<file path="config.mk">
export PLATFORM = sky130hd
export DESIGN_NAME = rsc_channel_cell
export DESIGN_NICKNAME = d
export VERILOG_FILES = /design/src/rsc_pkg.sv /design/src/rsc_channel_cell.sv
export SDC_FILE = /design/constraint.sdc
export NUM_CORES = 1
export LEC_CHECK = 0
export ABC_CLOCK_PERIOD_IN_PS = 3800
export CAP_MARGIN = 20
export CORE_UTILIZATION = 55
export CTS_BUF_LIST = sky130_fd_sc_hd__clkbuf_4 sky130_fd_sc_hd__clkbuf_8 sky130_fd_sc_hd__clkbuf_16
export DETAILED_ROUTE_END_ITERATION = 8
export DONT_BUFFER_PORTS = 1
export PLACE_DENSITY = 0.72
export RECOVER_POWER = 100
export SLEW_MARGIN = 20
export SYNTH_ARGS = -nofsm -noshare
export SYNTH_HDL_FRONTEND = slang
export SYNTH_SLANG_ARGS = --single-unit
</file>
<file path="constraint.sdc">
create_clock -name clk -period 3.8 [get_ports clk]
set_clock_uncertainty 0.05 [all_clocks]
set_input_delay 0.38 -clock clk [delete_from_list [all_inputs] [get_ports clk]]
set_output_delay 0.38 -clock clk [all_outputs]
set_load 0.05 [all_outputs]
</file>
<file path="src/rsc_pkg.sv">
`default_nettype none
// ----------------------------------------------------------------------------
// rsc_pkg
// Shared constants, types and register codes of the cross-stencil sharpen unit.
// ----------------------------------------------------------------------------
package rsc_pkg;

    localparam int MAX_WIDTH  = 1024;
    localparam int MAX_HEIGHT = 4096;

    localparam int CH_W   = 8;                    // one color channel
    localparam int PIX_W  = 3 * CH_W;             // packed RGB pixel
    localparam int WID_W  = 11;                   // frame_width register
    localparam int HGT_W  = 13;                   // frame_height register
    localparam int COL_W  = $clog2(MAX_WIDTH);    // column position
    localparam int ROW_W  = 13;                   // saturating row position
    localparam int TOT_W  = WID_W + HGT_W;        // pixels per frame
    localparam int ADDR_W = 3;                    // APB byte address

    localparam logic [WID_W-1:0] WIDTH_RESET  = WID_W'(640);
    localparam logic [HGT_W-1:0] HEIGHT_RESET = HGT_W'(480);
    localparam logic [WID_W-1:0] WIDTH_MAX    = WID_W'(MAX_WIDTH);
    localparam logic [HGT_W-1:0] HEIGHT_MAX   = HGT_W'(MAX_HEIGHT);

    // Register index, taken from byte address bit 2
    typedef enum logic
    {
        REG_FRAME_WIDTH  = 1'b0,
        REG_FRAME_HEIGHT = 1'b1
    } reg_index_t;

    // Input opcodes
    typedef enum logic
    {
        OP_PIXEL = 1'b0,
        OP_DRAIN = 1'b1
    } opcode_t;

    // Neighbor enables of one stencil position (edge of frame masks to zero)
    typedef struct packed
    {
        logic lf_en;
        logic rt_en;
        logic up_en;
        logic dn_en;
    } stencil_ctl_t;

endpackage : rsc_pkg
`default_nettype wire

</file>
<file path="src/rsc_channel_cell.sv">
`default_nettype none
// ----------------------------------------------------------------------------
// rsc_channel_cell
// One color channel of the stencil window with its sharpen-and-clamp datapath.
// ----------------------------------------------------------------------------
module rsc_channel_cell
(
    input  wire logic                       clk,
    input  wire logic                       rst_n,
    input  wire logic                       advance,
    input  wire logic                       restart,
    input  wire logic                       cfg_clear,
    input  wire rsc_pkg::stencil_ctl_t      ctl,
    input  wire logic [rsc_pkg::CH_W-1:0]   px,
    input  wire logic [rsc_pkg::CH_W-1:0]   mid,
    input  wire logic [rsc_pkg::CH_W-1:0]   top,
    output      logic [rsc_pkg::CH_W-1:0]   result
);
    import rsc_pkg::*;

    localparam int ACC_W = CH_W + 4;

    logic [CH_W-1:0] ctr_reg, ctr_next;
    logic [CH_W-1:0] up_reg, up_next;
    logic [CH_W-1:0] dn_reg, dn_next;
    logic [CH_W-1:0] lf_reg, lf_next;
    logic [CH_W-1:0] lf_val, rt_val, up_val, dn_val;
    logic [ACC_W-1:0] acc;

    always_comb
    begin
        ctr_next = ctr_reg;
        up_next  = up_reg;
        dn_next  = dn_reg;
        lf_next  = lf_reg;
        if (cfg_clear || (advance && restart))
        begin
            ctr_next = '0;
            up_next  = '0;
            dn_next  = '0;
            lf_next  = '0;
        end
        else if (advance)
        begin
            lf_next  = ctr_reg;
            ctr_next = mid;
            up_next  = top;
            dn_next  = px;
        end
    end

    always_ff @(posedge clk or negedge rst_n)
    begin
        if (!rst_n)
        begin
            ctr_reg <= '0;
            up_reg  <= '0;
            dn_reg  <= '0;
            lf_reg  <= '0;
        end
        else
        begin
            ctr_reg <= ctr_next;
            up_reg  <= up_next;
            dn_reg  <= dn_next;
            lf_reg  <= lf_next;
        end
    end

    // 5*center minus the four neighbors, then clamp to the channel range
    always_comb
    begin
        lf_val = ctl.lf_en ? lf_reg : '0;
        rt_val = ctl.rt_en ? mid    : '0;
        up_val = ctl.up_en ? up_reg : '0;
        dn_val = ctl.dn_en ? dn_reg : '0;
        acc = (ACC_W'(ctr_reg) << 2) + ACC_W'(ctr_reg)
            - ACC_W'(lf_val) - ACC_W'(rt_val) - ACC_W'(up_val) - ACC_W'(dn_val);
        if (acc[ACC_W-1])
        begin
            result = '0;
        end
        else if (acc[ACC_W-2:CH_W] != '0)
        begin
            result = '1;
        end
        else
        begin
            result = acc[CH_W-1:0];
        end
    end

endmodule : rsc_channel_cell
`default_nettype wire

</file>
Yosys cells after proc, flatten, opt, wreduce, memory -nomap -nowiden:

Cells that the tools add are included.

* reductions and logical operators: 4
* muxes and demuxes: 14
* magnitude comparators: 0
* divide/modulo/power cells: 0
* bitwise logic cells: 0
* eq/ne operators: 0
* shifts and indexed selects: 0
* add/sub/neg operators: 5
* $mul: 0

Operators by type and width (count)
* $mux 8: 14
* $sub 12x8->12: 3
* $sub 11x8->12: 1
* $add 10x8->11: 1
* $reduce_bool 3->1: 1
* $reduce_bool 2->1: 1
* $logic_and 1x1->1: 1
* $logic_or 1x1->1: 1

* logic and storage cells: 27
* output and inout bits: 8
* bits of input ports: 33
* bits in read-only memories: 0
* memories: 0
* bits in latches: 0
* bits in registers: 32
* memory bits (writable): 0

Depth between registers and ports, before layout:

Gate-level depths: netlist (run 1).

* depth after elaboration: 8
* mapped depth: 14
* gate-level depth less buffers: 14

Worst setup path after synthesis (run 1):

OpenSTA, ideal clock, no wires.

* path kind: input -> output
* from: in ctl[3] (netlist bit)
* to: out result[0] (netlist bit)
* data required time: 3.370 ns
* cell stages on the path: 13
* data arrival time: 4.223 ns
* slack: -0.853 ns
* buffers on the path: 0
* cells stage by stage: nand2_1 -> fa_1 -> fa_1 -> inv_1 -> fa_1 -> inv_1 -> fa_1 -> a211oi_2 -> o21ai_2 -> a221oi_2 -> xnor2_1 -> nor3_4 -> a21oi_1

* cells in the longest elaborated chain, start to end: 8

RTL lines
* from (decl): RTL line rsc_channel_cell.sv:13 `input wire rsc_pkg::stencil_ctl_t ctl,`
* $mux 8 *: RTL line rsc_channel_cell.sv:73 `lf_val = ctl.lf_en ? lf_reg : '0;`
* $sub 11x8->12 *: RTL line rsc_channel_cell.sv:78 `- ACC_W'(lf_val) - ACC_W'(rt_val) - ACC_W'(up_val) - ACC_W'(dn_val);`
* $sub 12x8->12 * (3 in a row): RTL line rsc_channel_cell.sv:78
* $reduce_bool 3->1: RTL line rsc_channel_cell.sv:83 `else if (acc[ACC_W-2:CH_W] != '0)`
* $mux 8: RTL line rsc_channel_cell.sv:83
* $mux 8 *: RTL line rsc_channel_cell.sv:79 `if (acc[ACC_W-1])`
* to (decl): RTL line rsc_channel_cell.sv:17 `output logic [rsc_pkg::CH_W-1:0] result`

Every way passes the cells marked *; elsewhere a longest branch is shown, timed or not.

Worst setup path after layout (run 1):

* from: reg up_reg[2]
* to: out result[2] (netlist bit)

* cells in the longest elaborated chain, start to end: 6

RTL lines
* from (decl): RTL line rsc_channel_cell.sv:24 `logic [CH_W-1:0] up_reg, up_next;`
* from (signal assigned): RTL line rsc_channel_cell.sv:64 `up_reg <= up_next;`
* $mux 8 *: RTL line rsc_channel_cell.sv:75 `up_val = ctl.up_en ? up_reg : '0;`
* $sub 12x8->12 * (2 in a row): RTL line rsc_channel_cell.sv:78
* $reduce_bool 3->1: RTL line rsc_channel_cell.sv:83
* $mux 8: RTL line rsc_channel_cell.sv:83
* $mux 8 *: RTL line rsc_channel_cell.sv:79

Marks and branches as above.

==> results of run 1 <==
## final timing paths
kind,endpoint,startpoint,slack (ns)
max in group asynchronous,ctr_reg[6],rst_n,1.69
hold / removal,dn_reg[2],px[2],0.17
min in group asynchronous,dn_reg[1],rst_n,1.03
setup reg to reg,dn_reg[3],dn_reg[3],2.71
setup / recovery,result[2],up_reg[2],-0.71
hold reg to reg,lf_reg[0],lf_reg[0],0.45
## layer usage
metal / routed length (um) / GRT usage / vias to the layer above
li1: - / - / 930
met1: 2240 / 0.325 / 982
met2: 3070 / 0.448 / 65
met3: 359 / 0.0664 / 19
met4: 159 / 0.0889 / 0
met5: 0 / 0 / -
## cell usage in the layout, fill, tap and decap left out, drive strengths merged
cell | synthesis | final
nand3 | 3 | 3
nor3b | 1 | 1
xnor2 | 8 | 8
xor2 | 3 | 3
o21bai | 1 | 1
nand2 | 21 | 21
and2 | 16 | 16
nor2 | 3 | 3
a211oi | 1 | 1
ha | 15 | 15
a21oi | 16 | 16
dlygate4sd3 | 0 | 1
dfrtp | 32 | 32
o22ai | 1 | 1
a21o | 3 | 3
nor3 | 1 | 1
o21a | 1 | 1
inv | 43 | 43
a22o | 32 | 32
a221oi | 1 | 1
buf | 0 | 55
fa | 30 | 30
clkinv | 0 | 1
o21ai | 4 | 4
a31oi | 1 | 1
o211ai | 2 | 2
clkbuf | 6 | 8
## timing repair
action                                  4_1_cts  5_1_grt
gates resized for setup                       8       12
endpoints found under the setup margin        8        8
hold buffers                                  2        0
endpoints found under the hold margin        32        0
gates cloned                                  0        0
buffers inserted                              3        3
pin swaps                                    10        9
## metrics by stage
step                      power [W]  cells  hold slack [ns]
after floorplan             0.00113    245           0.0344
after global placement      0.00155    342           0.0350
after detailed placement    0.00158    342           0.0351
after CTS                   0.00189    354            0.170
after global routing        0.00205    356            0.169
final                       0.00193    356            0.174
## final cells by class
class	instances	area, sq um
clock inverters	1	5.00
repair buffers	58	556
multi-input cells	164	1820
fillers	296	927
well taps	52	65.1
flip-flops and latches	32	801
clock buffers	6	76.3
inverters	43	161
## power groups by stage
stage | registers, W | clock network (W) | logic (W)
after floorplan | 0.000364 | 0 | 0.000762
after global routing | 0.000360 | 0.000270 | 0.00142
after global placement | 0.000364 | 0 | 0.00119
final | 0.000358 | 0.000253 | 0.00132
after detailed placement | 0.000364 | 0 | 0.00121
after CTS | 0.000358 | 0.000255 | 0.00127
## critical path, delay by kind of cell, from the launching register on
kind / cells / cell delay (ns)
adder cells (fa/ha/maj): 4 / 1.75
flip-flops: 1 / 0.38
AO/OA/AOI/OAI: 4 / 0.86
buffers and inverters: 3 / 0.36
AND/OR/NAND/NOR: 2 / 0.25
XOR/XNOR: 1 / 0.18
## kinds of logic (layout without fill, tap and decap cells)
family	after synthesis	in the layout	synth area share
XOR/XNOR	11	11	0.0374
buffers and inverters	49	108	0.0714
adder cells (fa/ha/maj)	45	45	0.306
AO/OA/AOI/OAI	63	63	0.185
AND/OR/NAND/NOR	45	45	0.0889
flip-flops	32	32	0.311
==> flow_metrics.tcl, run 1 <==
set metrics [dict create \
    grt_overall_usage 0.263 \
    growth_of_design_area_from_synthesis_to_finish_pct 35.4 \
    internal_power_w 0.00112 \
    std_cell_rows 24 \
    p_leak_nw 1.65 \
    route.detailed.drc 0 \
    max_capacitance_violation_count 2 \
    slew_viol_final 49 \
    globalplace.congestion 0.799 \
    critPathSlowestCell "sky130_fd_sc_hd__fa_1" \
    yosysUniqueCellTypes 25 \
    antennaDiodeCount 0 \
    ys_warn_count 0 \
    synth_area_leader_cell "sky130_fd_sc_hd__dfrtp_1" \
    final-setup-viol-count 8 \
    layout_worst_path_cycle_share 1.19 \
    cpMostUsedCell "sky130_fd_sc_hd__fa_1" \
    share_comb_of_total_power 0.684 \
    synth-edff-count 0 \
    grt_pass1_wl_um 10100 \
    design.portCount 41 \
    maxClockFrequency_mhz 222 \
    worst_ir_drop_vdd_uv 412 \
    die_area_sq_um 4960 \
    power.share.sequential 0.185 \
    worst_case_headroom_to_the_max_slew_limit -0.213 \
    share_of_synthesized_flip_flops_with_an_asynchronous_set_or_reset 1.00 \
    synth.yosys.seq_area_share 0.311 \
    synth.top_cells.by_area "sky130_fd_sc_hd__dfrtp_1 (31%), sky130_fd_sc_hd__fa_1 (23%), sky130_fd_sc_hd__a22o_1 (11%)" \
    drt-pass1-iter-count 4 \
    path_clk_slew_ns 0.06 \
    setup_repair_after_global_routing_missed_its_margin "true" \
    setup.worst_path.start_class "flip-flop" \
    timing.critical_path.arrival_ns 4.08 \
    netlist_area_sq_um 2570 \
    synth_common_cells "sky130_fd_sc_hd__inv_1 (43), sky130_fd_sc_hd__a22o_1 (32), sky130_fd_sc_hd__dfrtp_1 (32)" \
    r2r_worst_path_depth 4 \
    final_util 0.790 \
    grt_antenna_before_repair 0 \
    fin_area_sq_um 3490 \
    design.core.area_sq_um 4410 \
    fp.dieW_um 70.4 \
    hold_path_class "primary input to flip-flop" \
    hpwl_um 4400 \
    synth.avg_cell_area_sq_um 10.5 \
    outcome "finished, violations left" \
    cts_root_buffer "sky130_fd_sc_hd__clkbuf_8" \
    criticalPathCategory "flip-flop to output pin" \
    worst_slew_pin_slew_ns 1.81 \
    floorplan.die.height_um 70.4 \
    crit_path_cell_trace "and2_1, fa_1, inv_1, fa_1, fa_1, ha_4, a211oi_2, o21ai_2, a221oi_2, xnor2_2, nor3_4, buf_12, a21oi_4, buf_12" \
    starting_utilization_of_the_core_area 0.583 \
    worst_setup_path_end_kind "output pin" \
    post-route-worst-setup-slack_ns -0.709 \
    grt_max_degree 33 \
    io_buffer_count 0 \
    violated_checks "capacitance limit, slew limit, setup timing" \
    drive_above_1_share 0.336 \
    via_count_of_the_first_global_routing_pass 2271 \
    setup_tns_ns -5.58 \
    fin_crit_ns 4.51 \
    detailroute.via_count 1996 \
    worst_path_largest_cell_delay_ns 0.56 \
    clock-sinks 32 \
    ant_nets 0 \
    hold_depth 1 \
    syn_inst 245 \
    postSynthRegisterBits 32 \
    placement.cell_area_sq_um 3280 \
    path_max_fanout 8 \
    post-synth-top-count-cell "sky130_fd_sc_hd__inv_1" \
    cp_data_required_time_ns 3.37 \
    pre_cts_slack_ns -0.799 \
    fraction_of_synthesized_cell_area_taken_by_the_top_area_cell_type 0.311 \
    syn_nets 323 \
    netSwitchingPower_w 0.000812 \
    power.share.switching 0.420 \
    clock_path_buffers 2 \
    cts_made_buffers 5 \
    power.density_nw_per_um2 554 \
    clk_latency_worst_skew_pair_ns 0.28 \
    h-tree-depth 2 \
    synth_top_flop_cell "sky130_fd_sc_hd__dfrtp_1" \
    finish.net_count 382 \
    clkPwrFrac 0.131 \
    routed_wire_length_per_instance_um 16.4 \
    grt.overflow.total 0 \
    tritoncts "yes" \
    wl_um 5820 \
    drt_first_iter_violations 91 \
    post_drt_via_cell_ratio 5.61 \
    timing.final.hold_violations 0 \
]
Note: power is estimated with default switching activity, not from simulation.
==> inputs of run 2 (changes only) <==
- ABC_AREA: unset -> 1
- MAX_ROUTING_LAYER: unset -> met4
==> run 2 against run 1 <==
- the flow still finishes with violations (capacitance limit, slew limit, setup timing)
- hold slack better by 0.026 ns
- clock power up 9.1%
- area after synthesis increased by 12%
- maximum frequency increased by 6.9%
- critical path depth grew 7
- sequential cell count stayed put
- power grew 6.9%
- non-clock buffer count shrank 16
- critical endpoint is now result[7]
- largest power group unchanged
- highest routed layer unchanged
==> flow_metrics.tcl, run 2 <==
set metrics [dict create \
    outcome "finished, violations left" \
    violated_checks "capacitance limit, slew limit, setup timing" \
    critPathBufInv 6 \
    fillCellCount 379 \
    drive_above_1_share 0.270 \
    share_of_synthesized_flip_flops_with_an_asynchronous_set_or_reset 1.00 \
    post_layout_nonfiller_instances 467 \
    ys_warn_count 0 \
    p_leak_nw 1.81 \
    crit_path_cell_trace "nand2_1, inv_2, fa_1, inv_2, fa_1, inv_2, fa_1, inv_2, ha_4, nand2_2, nand2_1, nand2_1, nand2_2, nand2_2, nand3_1, nand2_1, nand2_2, nor2_4, buf_4, a21oi_4, buf_12" \
    power.density_nw_per_um2 557 \
    power.share.switching 0.441 \
    path_clk_slew_ns 0.07 \
    design.portCount 41 \
    criticalPathCategory "flip-flop to output pin" \
    final.hold.worst_slack_ns 0.201 \
    hold_path_class "primary input to flip-flop" \
    growth_of_design_area_from_synthesis_to_finish_pct 29.0 \
    fraction_of_synthesized_cell_area_taken_by_the_top_area_cell_type 0.279 \
    post-route-worst-setup-slack_ns -0.419 \
    syn_nets 440 \
    synth_common_cells "sky130_fd_sc_hd__inv_1 (99), sky130_fd_sc_hd__nand2_1 (68), sky130_fd_sc_hd__dfrtp_1 (32)" \
    postSynthRegisterBits 32 \
    post_drt_via_cell_ratio 5.05 \
    worst_path_largest_cell_delay_ns 0.55 \
    synth_top_flop_cell "sky130_fd_sc_hd__dfrtp_1" \
    worst_setup_path_end_kind "output pin" \
    worst_case_headroom_to_the_max_slew_limit -0.111 \
    grt.overflow.total 0 \
    cts_root_buffer "sky130_fd_sc_hd__clkbuf_8" \
    post-synth-top-count-cell "sky130_fd_sc_hd__inv_1" \
    maxClockFrequency_mhz 237 \
    power.share.sequential 0.174 \
    most_common_cell_after_layout_fill_and_taps_aside "sky130_fd_sc_hd__inv_1" \
    hold_depth 2 \
    fp.dieW_um 74.3 \
    synth_compound_gate_area_share 0.0988 \
    hpwl_um 5030 \
    layout_worst_path_cycle_share 1.11 \
    layout.area.seq_sq_um 801 \
    tritoncts "yes" \
    finish.net_count 477 \
    r2r_worst_path_depth 3 \
    ant_nets 0 \
    worst_slew_pin_slew_ns 1.67 \
    path_max_fanout 5 \
    use_met1 0.314 \
    path_delay_family "adder cells" \
    setup_repair_after_global_routing_missed_its_margin "true" \
    synth_area_leader_cell "sky130_fd_sc_hd__dfrtp_1" \
    share_comb_of_total_power 0.693 \
    routed_wire_length_per_instance_um 13.2 \
    design.core.area_sq_um 4880 \
    grt_pass1_wl_um 10700 \
    gr_layer_usage_met2 0.479 \
    adder_and_majority_cell_fraction_of_the_synthesized_area 0.274 \
    place.detailed.instances 453 \
    most-common-layout-cells "sky130_fd_sc_hd__inv_1 (90), sky130_fd_sc_hd__nand2_1 (54), sky130_fd_sc_hd__dfrtp_1 (32)" \
    worst_ir_drop_vdd_uv 402 \
    timing.critical_path.depth 21 \
    combinational_family_with_the_most_area_after_synthesis "adder cells" \
    internal_power_w 0.00115 \
    starting_utilization_of_the_core_area 0.589 \
    yosysUniqueCellTypes 26 \
    std_cell_rows 25 \
    wl_um 6180 \
    cp_data_required_time_ns 3.37 \
    grt_antenna_before_repair 0 \
    netlist_area_sq_um 2870 \
    synth-edff-count 0 \
    clk_latency_worst_skew_pair_ns 0.28 \
    detailroute.via_count 2357 \
    syn_inst 362 \
    clock_path_buffers 2 \
    final_util 0.760 \
    floorplan.die.height_um 74.3 \
    synth_xor_area_frac 0.0213 \
    critPathSlowestCell "sky130_fd_sc_hd__fa_1" \
    max_capacitance_violation_count 1 \
    yosys-mux-area-fraction 0 \
    synth.top_cells.by_area "sky130_fd_sc_hd__dfrtp_1 (28%), sky130_fd_sc_hd__fa_1 (21%), sky130_fd_sc_hd__inv_1 (13%)" \
    setup.worst_path.start_class "flip-flop" \
    clkPwrFrac 0.134 \
    fin_crit_ns 4.22 \
    grt_max_degree 33 \
    via_count_of_the_first_global_routing_pass 2469 \
    h-tree-depth 2 \
    globalplace.congestion 0.840 \
    slew_viol_final 33 \
    clock-sinks 32 \
    netSwitchingPower_w 0.000912 \
    timing.final.hold_violations 0 \
    drt_first_iter_violations 67 \
    route.detailed.drc 0 \
    area_share_of_and_or_nand_nor_cells_after_synthesis 0.182 \
    setup_tns_ns -3.20 \
    top_usage_layer "met2" \
    area_of_combinational_cells_with_multiple_inputs_sq_um 1920 \
    io_buffer_count 0 \
    cts_made_buffers 5 \
    antennaDiodeCount 0 \
    synth.avg_cell_area_sq_um 7.94 \
    drt-pass1-iter-count 5 \
    timing.critical_path.arrival_ns 3.79 \
    final-setup-viol-count 8 \
    synth.yosys.seq_area_share 0.279 \
    die_area_sq_um 5520 \
    post-layout-total-power_w 0.00207 \
    grt_overall_usage 0.272 \
    met3_usage 0.0556 \
]
run 2: layout make-up:
type,count,area share
Tap cell,67,0.0226
Timing Repair Buffer,42,0.118
Inverter,99,0.100
Sequential cell,32,0.216
Multi-Input combinational cell,219,0.517
Clock buffer,7,0.0243
Clock inverter,1,0.00202
run 2: path summary, 6_finish.rpt:
check	to	start	slack, ns
worst max register to register	ctr_reg[2]	ctr_reg[2]	2.82
worst min-delay path	dn_reg[6]	advance	0.20
worst max-delay path	result[7]	dn_reg[3]	-0.42
max in group asynchronous	up_reg[4]	rst_n	1.69
min in group asynchronous	lf_reg[5]	rst_n	1.05
worst min register to register	lf_reg[1]	lf_reg[1]	0.49
run 2: worst register-to-register path, stage by stage, from the launching register on:
cell                      delay [ns]
sky130_fd_sc_hd__dfrtp_1        0.36
sky130_fd_sc_hd__inv_1          0.16
sky130_fd_sc_hd__buf_4          0.14
sky130_fd_sc_hd__o21ai_0        0.08
run 2: cell families (layout without fill, tap and decap cells):
family                   Yosys count  count (layout)
buffers and inverters            111             149
XOR/XNOR                           7               7
flip-flops                        32              32
AO/OA/AOI/OAI                     51              51
AND/OR/NAND/NOR                  116             116
adder cells (fa/ha/maj)           45              45
run 2: through the flow:
stage | instance area, sq um | worst slack [ns]
5_1_grt | 3710 | -0.602
3_5_place_dp | 3460 | -0.407
2_1_floorplan | 3080 | -0.228
6_report | 3710 | -0.419
4_1_cts | 3670 | -0.442
3_3_place_gp | 3460 | -0.288
run 2: power groups by stage:
| stage | sequential (W) | combinational [W] | clock, W |
|---|---|---|---|
| final | 0.000359 | 0.00143 | 0.000276 |
| after global routing | 0.000360 | 0.00155 | 0.000295 |
| after CTS | 0.000359 | 0.00140 | 0.000278 |
| after detailed placement | 0.000365 | 0.00130 | 0 |
| after global placement | 0.000364 | 0.00127 | 0 |
| after floorplan | 0.000363 | 0.000859 | 0 |
run 2: repair_timing:
action | 4_1_cts | 5_1_grt
pin swaps | 25 | 21
setup buffers | 3 | 1
gates resized for setup | 15 | 16
hold buffers | 2 | 0
endpoints found under the hold margin | 32 | 0
endpoints found under the setup margin | 8 | 8
run 2: per-layer routing:
| metal | part of all wire | routed length (um) |
|---|---|---|
| met5 | 0 | 0 |
| met1 | 0.41 | 2530 |
| met4 | 0.018 | 109 |
| met3 | 0.045 | 281 |
| met2 | 0.53 | 3260 |
==> inputs of run 3 (changes only) <==
- ABC_AREA: 1 -> 0
==> run 3 against run 2 <==
- the run still ends with capacitance limit, slew limit, setup timing left
- routed wire length is 5.7% lower
- largest power group unchanged
- critical endpoint is now result[2]
- critical path depth is 7 lower
- die area is 10% lower
- register-to-register slack worse by 0.11 ns
- via count is 15% lower
==> flow_metrics.tcl, run 3 (synthesis gave the netlist of run 1 again) <==
set metrics [dict create \
    post_drt_via_cell_ratio 5.60 \
    route.detailed.drc 0 \
    final.hold.worst_slack_ns 0.175 \
    layout_worst_path_cycle_share 1.19 \
    final-setup-viol-count 8 \
    fin_crit_ns 4.51 \
    design.core.area_sq_um 4410 \
    setup_tns_ns -5.58 \
    path_delay_family "adder cells" \
    cp_data_required_time_ns 3.37 \
    floorplan.die.height_um 70.4 \
    violated_checks "capacitance limit, slew limit, setup timing" \
    clock-sinks 32 \
    setup_repair_after_global_routing_missed_its_margin "true" \
    worst_ir_drop_vdd_uv 412 \
    grt_pass1_wl_um 10100 \
    cts_root_buffer "sky130_fd_sc_hd__clkbuf_8" \
    drt-pass1-iter-count 4 \
    path_clk_slew_ns 0.06 \
    placement.cell_area_sq_um 3280 \
    hold_path_class "primary input to flip-flop" \
    cpMostUsedCell "sky130_fd_sc_hd__fa_1" \
    routed_wire_length_per_instance_um 16.4 \
    setup.worst_path.start_class "flip-flop" \
    grt_max_degree 33 \
    crit_path_cell_trace "and2_1, fa_1, inv_1, fa_1, fa_1, ha_4, a211oi_2, o21ai_2, a221oi_2, xnor2_2, nor3_4, buf_12, a21oi_4, buf_12" \
    clk_latency_worst_skew_pair_ns 0.28 \
    finish.net_count 382 \
    maxClockFrequency_mhz 222 \
    clock_path_buffers 2 \
    timing.critical_path.arrival_ns 4.08 \
    grt.overflow.total 0 \
    critPathBufInv 3 \
    outcome "finished, violations left" \
    power.density_nw_per_um2 554 \
    path_max_fanout 8 \
    ant_nets 0 \
    antennaDiodeCount 0 \
    drive_above_1_share 0.336 \
    grt_overall_usage 0.271 \
    grt_antenna_before_repair 0 \
    wl_um 5820 \
    design.portCount 41 \
    critPathSlowestCell "sky130_fd_sc_hd__fa_1" \
    tritoncts "yes" \
    pre_cts_slack_ns -0.799 \
    growth_of_design_area_from_synthesis_to_finish_pct 35.4 \
    worst_case_headroom_to_the_max_slew_limit -0.213 \
    drt_first_iter_violations 95 \
    criticalPathCategory "flip-flop to output pin" \
    globalplace.congestion 0.811 \
    die_area_sq_um 4960 \
    max_capacitance_violation_count 2 \
    detailroute.via_count 1995 \
    worst_slew_pin_slew_ns 1.82 \
    slew_viol_final 49 \
    post-route-worst-setup-slack_ns -0.710 \
    io_buffer_count 0 \
    worst_setup_path_end_kind "output pin" \
    fin_area_sq_um 3490 \
    most-common-layout-cells "sky130_fd_sc_hd__buf_4 (45), sky130_fd_sc_hd__inv_1 (36), sky130_fd_sc_hd__a22o_1 (32), sky130_fd_sc_hd__dfrtp_1 (32), sky130_fd_sc_hd__fa_1 (28)" \
    fp.dieW_um 70.4 \
    p_leak_nw 1.65 \
    cts_made_buffers 5 \
    worst_path_largest_cell_delay_ns 0.56 \
    std_cell_rows 24 \
    h-tree-depth 2 \
    most_common_cell_after_layout_fill_and_taps_aside "sky130_fd_sc_hd__buf_4" \
    hpwl_um 4400 \
    starting_utilization_of_the_core_area 0.583 \
    via_count_of_the_first_global_routing_pass 2271 \
    timing.final.hold_violations 0 \
]
==> run 3: through the flow <==
| step | instances | utilization | total power, W |
|---|---|---|---|
| global route | 356 | 0.790 | 0.00205 |
| global placement | 342 | 0.742 | 0.00155 |
| floorplan | 245 | - | 0.00113 |
| CTS | 354 | 0.783 | 0.00189 |
| detailed placement | 342 | 0.743 | 0.00158 |
| finish | 356 | 0.790 | 0.00193 |
==> run 3: worst paths after layout <==
path	start	to	cells after the start	slack, ns
max reg2reg	dn_reg[3]	dn_reg[3]	4	2.71
min reg2reg	lf_reg[0]	lf_reg[0]	1	0.45
max	up_reg[2]	result[2]	14	-0.71
min	px[2]	dn_reg[2]	1	0.17
min in group asynchronous	rst_n	dn_reg[1]	2	1.03
max in group asynchronous	rst_n	ctr_reg[6]	2	1.69
==> run 3: timing repair <==
| action | in CTS | in global routing |
|---|---|---|
| setup endpoints to repair | 8 | 8 |
| resized for setup | 8 | 12 |
| pin swaps | 10 | 9 |
| hold buffers | 2 | 0 |
| endpoints found under the hold margin | 32 | 0 |
| buffers inserted | 3 | 3 |
==> run 3: layout make-up <==
cell class	count	area [sq um]
repair buffers	58	556
flip-flops and latches	32	801
inverters	43	161
well taps	52	65.1
clock inverters	1	5.00
clock buffers	6	76.3
multi-input cells	164	1820
fillers	296	927
==> run 3: power by group <==
group	leakage [nW]	total (W)	switching (W)	internal, W
sequential	0.439	0.000358	0.00000711	0.000351
clock	0.0445	0.000253	0.000121	0.000131
combinational	1.17	0.00132	0.000684	0.000638
total	1.65	0.00193	0.000812	0.00112
==> run 3: per-layer routing <==
metal	vias up	global-route usage	share of wire
met4	0	0.0889	0.027
met3	19	0.0635	0.052
li1	930	-	-
met5	-	-	0
met2	58	0.448	0.53
met1	988	0.327	0.39
